<file path="src/sv/vltm_pkg.sv">
`default_nettype none

package vltm_pkg;

    localparam int NUM_RAILS   = 32;
    localparam int MAX_LEVELS  = 128;
    localparam int LEVEL_LIMIT = 128;

    // Transaction field widths
    localparam int REQ_W       = 2;
    localparam int RAIL_FIELD_W = 6;
    localparam int IDX_FIELD_W = 7;
    localparam int LVL_W       = 16;
    localparam int CNT_W       = 8;

    localparam int RAIL_CMP_W  = RAIL_FIELD_W + 1;
    localparam int RAIL_W      = (NUM_RAILS > 1) ? $clog2(NUM_RAILS) : 1;
    localparam int IDX_W       = $clog2(MAX_LEVELS);
    localparam int ADDR_W      = RAIL_W + IDX_W;
    localparam int RAM_DEPTH   = NUM_RAILS << IDX_W;

    typedef enum logic [REQ_W-1:0] {
        REQ_LOAD  = 2'd0,
        REQ_MAP   = 2'd1,
        REQ_READ  = 2'd2,
        REQ_COUNT = 2'd3
    } t_req_kind;

    typedef enum logic [1:0] {
        ST_OK        = 2'd0,
        ST_INVALID   = 2'd1,
        ST_OVERLIMIT = 2'd2
    } t_status;

    typedef struct packed {
        t_req_kind               req_type;
        logic [RAIL_FIELD_W-1:0] rail;
        logic [IDX_FIELD_W-1:0]  level_index;
        logic [LVL_W-1:0]        level_value;
    } t_in_item;

    typedef struct packed {
        t_status                status;
        logic [IDX_FIELD_W-1:0] hw_index;
        logic [LVL_W-1:0]       mapped_level;
        logic [CNT_W-1:0]       entry_count;
    } t_out_item;

    typedef struct packed {
        logic              we;
        logic [ADDR_W-1:0] waddr;
        logic [LVL_W-1:0]  wdata;
        logic              re;
        logic [ADDR_W-1:0] raddr;
    } t_ram_req;

    typedef struct packed {
        logic              we;
        logic [RAIL_W-1:0] rail;
        logic [CNT_W-1:0]  count;
        logic              ended;
    } t_rail_upd;

endpackage

`default_nettype wire

</file>
<file path="src/sv/vltm_rail_regs.sv">
`default_nettype none

module vltm_rail_regs (
    input  wire                          i_clk,
    input  wire                          i_rst_n,
    input  wire [vltm_pkg::RAIL_W-1:0]   i_rail,
    input  vltm_pkg::t_rail_upd          i_upd,
    output logic [vltm_pkg::CNT_W-1:0]   o_count,
    output logic                         o_ended
);

    logic [vltm_pkg::CNT_W-1:0] r_count [vltm_pkg::NUM_RAILS];
    logic [vltm_pkg::NUM_RAILS-1:0] r_ended;

    always_ff @(posedge i_clk) begin
        if (!i_rst_n) begin
            for (int i = 0; i < vltm_pkg::NUM_RAILS; i++) begin
                r_count[i] <= '0;
            end
            r_ended <= '0;
        end else if (i_upd.we) begin
            r_count[i_upd.rail] <= i_upd.count;
            r_ended[i_upd.rail] <= i_upd.ended;
        end
    end

    assign o_count = r_count[i_rail];
    assign o_ended = r_ended[i_rail];

endmodule

`default_nettype wire

</file>
<file path="config.mk">
export PLATFORM = sky130hd
export DESIGN_NAME = vltm_rail_regs
export DESIGN_NICKNAME = d
export VERILOG_FILES = /design/src/sv/vltm_pkg.sv /design/src/sv/vltm_rail_regs.sv
export SDC_FILE = /design/constraint.sdc
export NUM_CORES = 1
export LEC_CHECK = 0
export ABC_AREA = 1
export BUFFER_PORTS_ARGS = -buffer_cell sky130_fd_sc_hd__buf_2
export CAP_MARGIN = 40
export CORE_ASPECT_RATIO = 0.75
export CORE_MARGIN = 2
export CORE_UTILIZATION = 45
export DETAILED_ROUTE_END_ITERATION = 6
export HOLD_SLACK_MARGIN = 0.15
export PLACE_DENSITY = 0.64
export SYNTH_ARGS = -nofsm -noshare
export SYNTH_HDL_FRONTEND = slang
export SYNTH_SLANG_ARGS = --single-unit
</file>
<file path="constraint.sdc">
create_clock -name i_clk -period 1.5 [get_ports i_clk]
set_input_delay 0.15 -clock i_clk [delete_from_list [all_inputs] [get_ports i_clk]]
set_output_delay 0.15 -clock i_clk [all_outputs]
set_load 0.01 [all_outputs]
</file>
==> flow_summary.ini <==
[worst_setup_path]
critPathTopFamily = simple AND/OR/NAND/NOR gates
max_stage_delay_ns = 0.37
path_depth = 9
path_cells = nand2_1 > nand3_1 > nand3_2 > nand2_2 > nand2_2 > nand2_2 > nand2_1 > nand2_1 > buf_2
crit_fanout = 1
critPathCaptureType = primary output
critPathArrivalTime_ns = 1.71
r2r_cells = 2
worst_path_max_delay_cell = edfxtp_1
required_ns = 1.35
crit_buf_inv = 1
criticalPathCategory = register to primary output
crit_path_start_kind = register

[final_layout]
drive_gt1_share_pct = 19.8
multiInputGateArea_sq_um = 4750
syn_to_final_growth_pct = 21.3
final_nets = 1558
regArea_sq_um = 8350
nFillCells = 2538
antenna_cells = 0

[cts]
path_clk_slew_ns = 0.06
cts_buffers = 29
clk_latency_ns = 0.55
cts_sinks = 288
cts_buffer_depth = 3
cts-root-buf = clkbuf_16
htree_levels = 1
cts_tree = yes

[synth]
synth_cells = 1485
synth.avg_cell_area_sq_um = 8.99
synth_common_cells = nand2_1 (473), nor2_1 (291), edfxtp_1 (256), nand3_1 (256), buf_2 (63)
ys.flop_type = edfxtp_1
ys_seq_area_share_pct = 62.4
synth_top_area_share_pct = 57.6
ys_seq_elements = 288
synth_fp_nets = 1507
synth_area_sq_um = 13400
synth_most_common_cell = nand2_1
yosys_warnings = 0
async_flop_share_pct = 0
yosysUniqueCellTypes = 15
synthTopCellsByArea = edfxtp_1 (58%), nand2_1 (13%), nand3_1 (9.6%), nor2_1 (8.2%), dfxtp_1 (4.8%)
yosysTopAreaCell = edfxtp_1
synth_edf_count = 256

[grt]
global_route.usage.met3_pct = 4.52
grt_max_degree = 45
grt_use_met1_pct = 36.4
grt-ovfl-total = 0
use_met2_pct = 38.0
grt_pass1_vias = 10400
grt_pass1_wl_um = 59500
antenna_found_initial = 0
top_usage_layer = met2
grt_usage_pct = 25.0

[pwr]
ir_worst_vdd_mv = 0.884
p_comb_share_pct = 10.8
power_frac_clock_pct = 39.1
power.density_nw_per_um2 = 1140
sw_frac_of_total_pct = 24.4
leakage_nw = 6.52
internal_power_mw = 13.9
p_total_mw = 18.4
power_frac_seq_pct = 50.2
switchingPower_mw = 4.49

[detailed_routing]
wl_per_cell_um = 19.5
route.detailed.drc = 0
dr_total_vias = 10700
drt-initial-drc-count = 1058
vias_per_cell = 5.50
wl_um = 38100
detailedRoute.firstPassIterationCount = 7
ant_nets = 0

[floorplan]
die_x_um = 203
die_h_um = 153
fp.coreArea_sq_um = 29100
ioPinCount = 31
start_util_pct = 45.8
dieArea_sq_um = 31100
num_rows = 54

[placed_design]
dp_hpwl_um = 24400
io_buffers = 30
place.gp.congestion = 0.914
dp_slack_ns = -0.127

[outcome]
status = finished, violations left
violations = negative setup slack

[sta]
setup_ws_ns = -0.357
finalHoldViolCount = 0
fmaxAchievable_ghz = 0.538
rsz0062_at_grt = yes
period_minus_slack_ns = 1.86
fin_skew_ns = 0
worst_slew_pin_slew_ns = 0.436
post-route-period-util_pct = 124
slew_viol_final = 0
setup_viol = 9
slew_headroom_pct = 70.8

[worst_hold_path]
holdCritPathClass = input pin to register
whs_path_depth = 4

[run]
cap_violations = 0
==> cell type report <==
type                            count  share of cell area (%)
Inverter                           19                   0.471
Clock buffer                       45                    5.35
Sequential cell                   288                    51.6
Timing Repair Buffer              146                    9.76
Tap cell                          392                    3.03
Multi-Input combinational cell   1052                    29.4
Clock inverter                      9                   0.487
==> state kept, by name, summed over array words and instances (netlist names) <==
signal and count:
r_count 256, r_ended 32
==> stage by stage <==
step | std cells | TNS, ns | utilization (%) | hold slack (ns) | instance area [sq um]
final | 1951 | -2.94 | 55.6 | 0.173 | 16200
after global routing | 1951 | -3.71 | 55.6 | 0.200 | 16200
after CTS | 1951 | -2.92 | 54.9 | 0.167 | 16000
after detailed placement | 1888 | -1.56 | 50.4 | 0.473 | 14700
after global placement | 1888 | -1.07 | 50.4 | 0.463 | 14700
after floorplan | 1485 | 0 | - | 0.360 | 13400
==> power by group through the flow <==
stage                     Sequential (mW)  Combinational [mW]  Clock [mW]
after detailed placement             9.39                1.81           0
final                                9.23                1.98        7.19
after global placement               9.38                1.80           0
after CTS                            9.23                1.91        7.22
after floorplan                      9.34               0.996           0
after global routing                 9.26                2.14        7.54
==> layer usage <==
layer | wire length (um) | share of wire, %
met5 | 0 | 0
met4 | 1100 | 2.9
met3 | 3420 | 9.0
met2 | 17100 | 45
met1 | 16500 | 43
==> worst register-to-register path, cell delays in order, from the launching register on <==
cell	delay (ns)
dfxtp_1	0.31
nand3_1	0.08
o21ai_0	0.09
==> worst paths after layout <==
check | from | end | slack [ns]
setup / recovery | r_count[25][0] | o_count[0] | -0.36
hold / removal | i_upd[0] | r_ended[23] | 0.17
setup reg to reg | r_ended[7] | r_ended[7] | 0.88
hold reg to reg | r_ended[26] | r_ended[26] | 0.47
==> kinds of logic (layout without fill, tap and decap cells) <==
family | after synthesis | after routing | synth area share [%]
and+or+nand+nor | 1020 | 1020 | 31.1
DFF | 288 | 288 | 62.4
buffers and inverters | 145 | 219 | 5.35
AOI/OAI and AO/OA | 32 | 32 | 1.20
==> cells in the final DEF (no fill, tap or decap), types with 27 or more instances in the layout <==
master,Yosys,routed
nand2_1,473,437
nor2_1,291,291
edfxtp_1,256,256
nand3_1,256,185
nand3_2,0,71
buf_4,7,67
buf_12,0,42
nand2_2,0,36
o21ai_0,32,32
clkbuf_16,0,29
buf_2,63,27
==> timing repair <==
action	in CTS	in global routing
hold endpoints to repair	208	0
endpoints found under the setup margin	9	9
resized for setup	74	52
hold buffers	9	0
pin swaps	70	29
buffers inserted	0	0
Note: power is estimated with default switching activity, not from simulation.
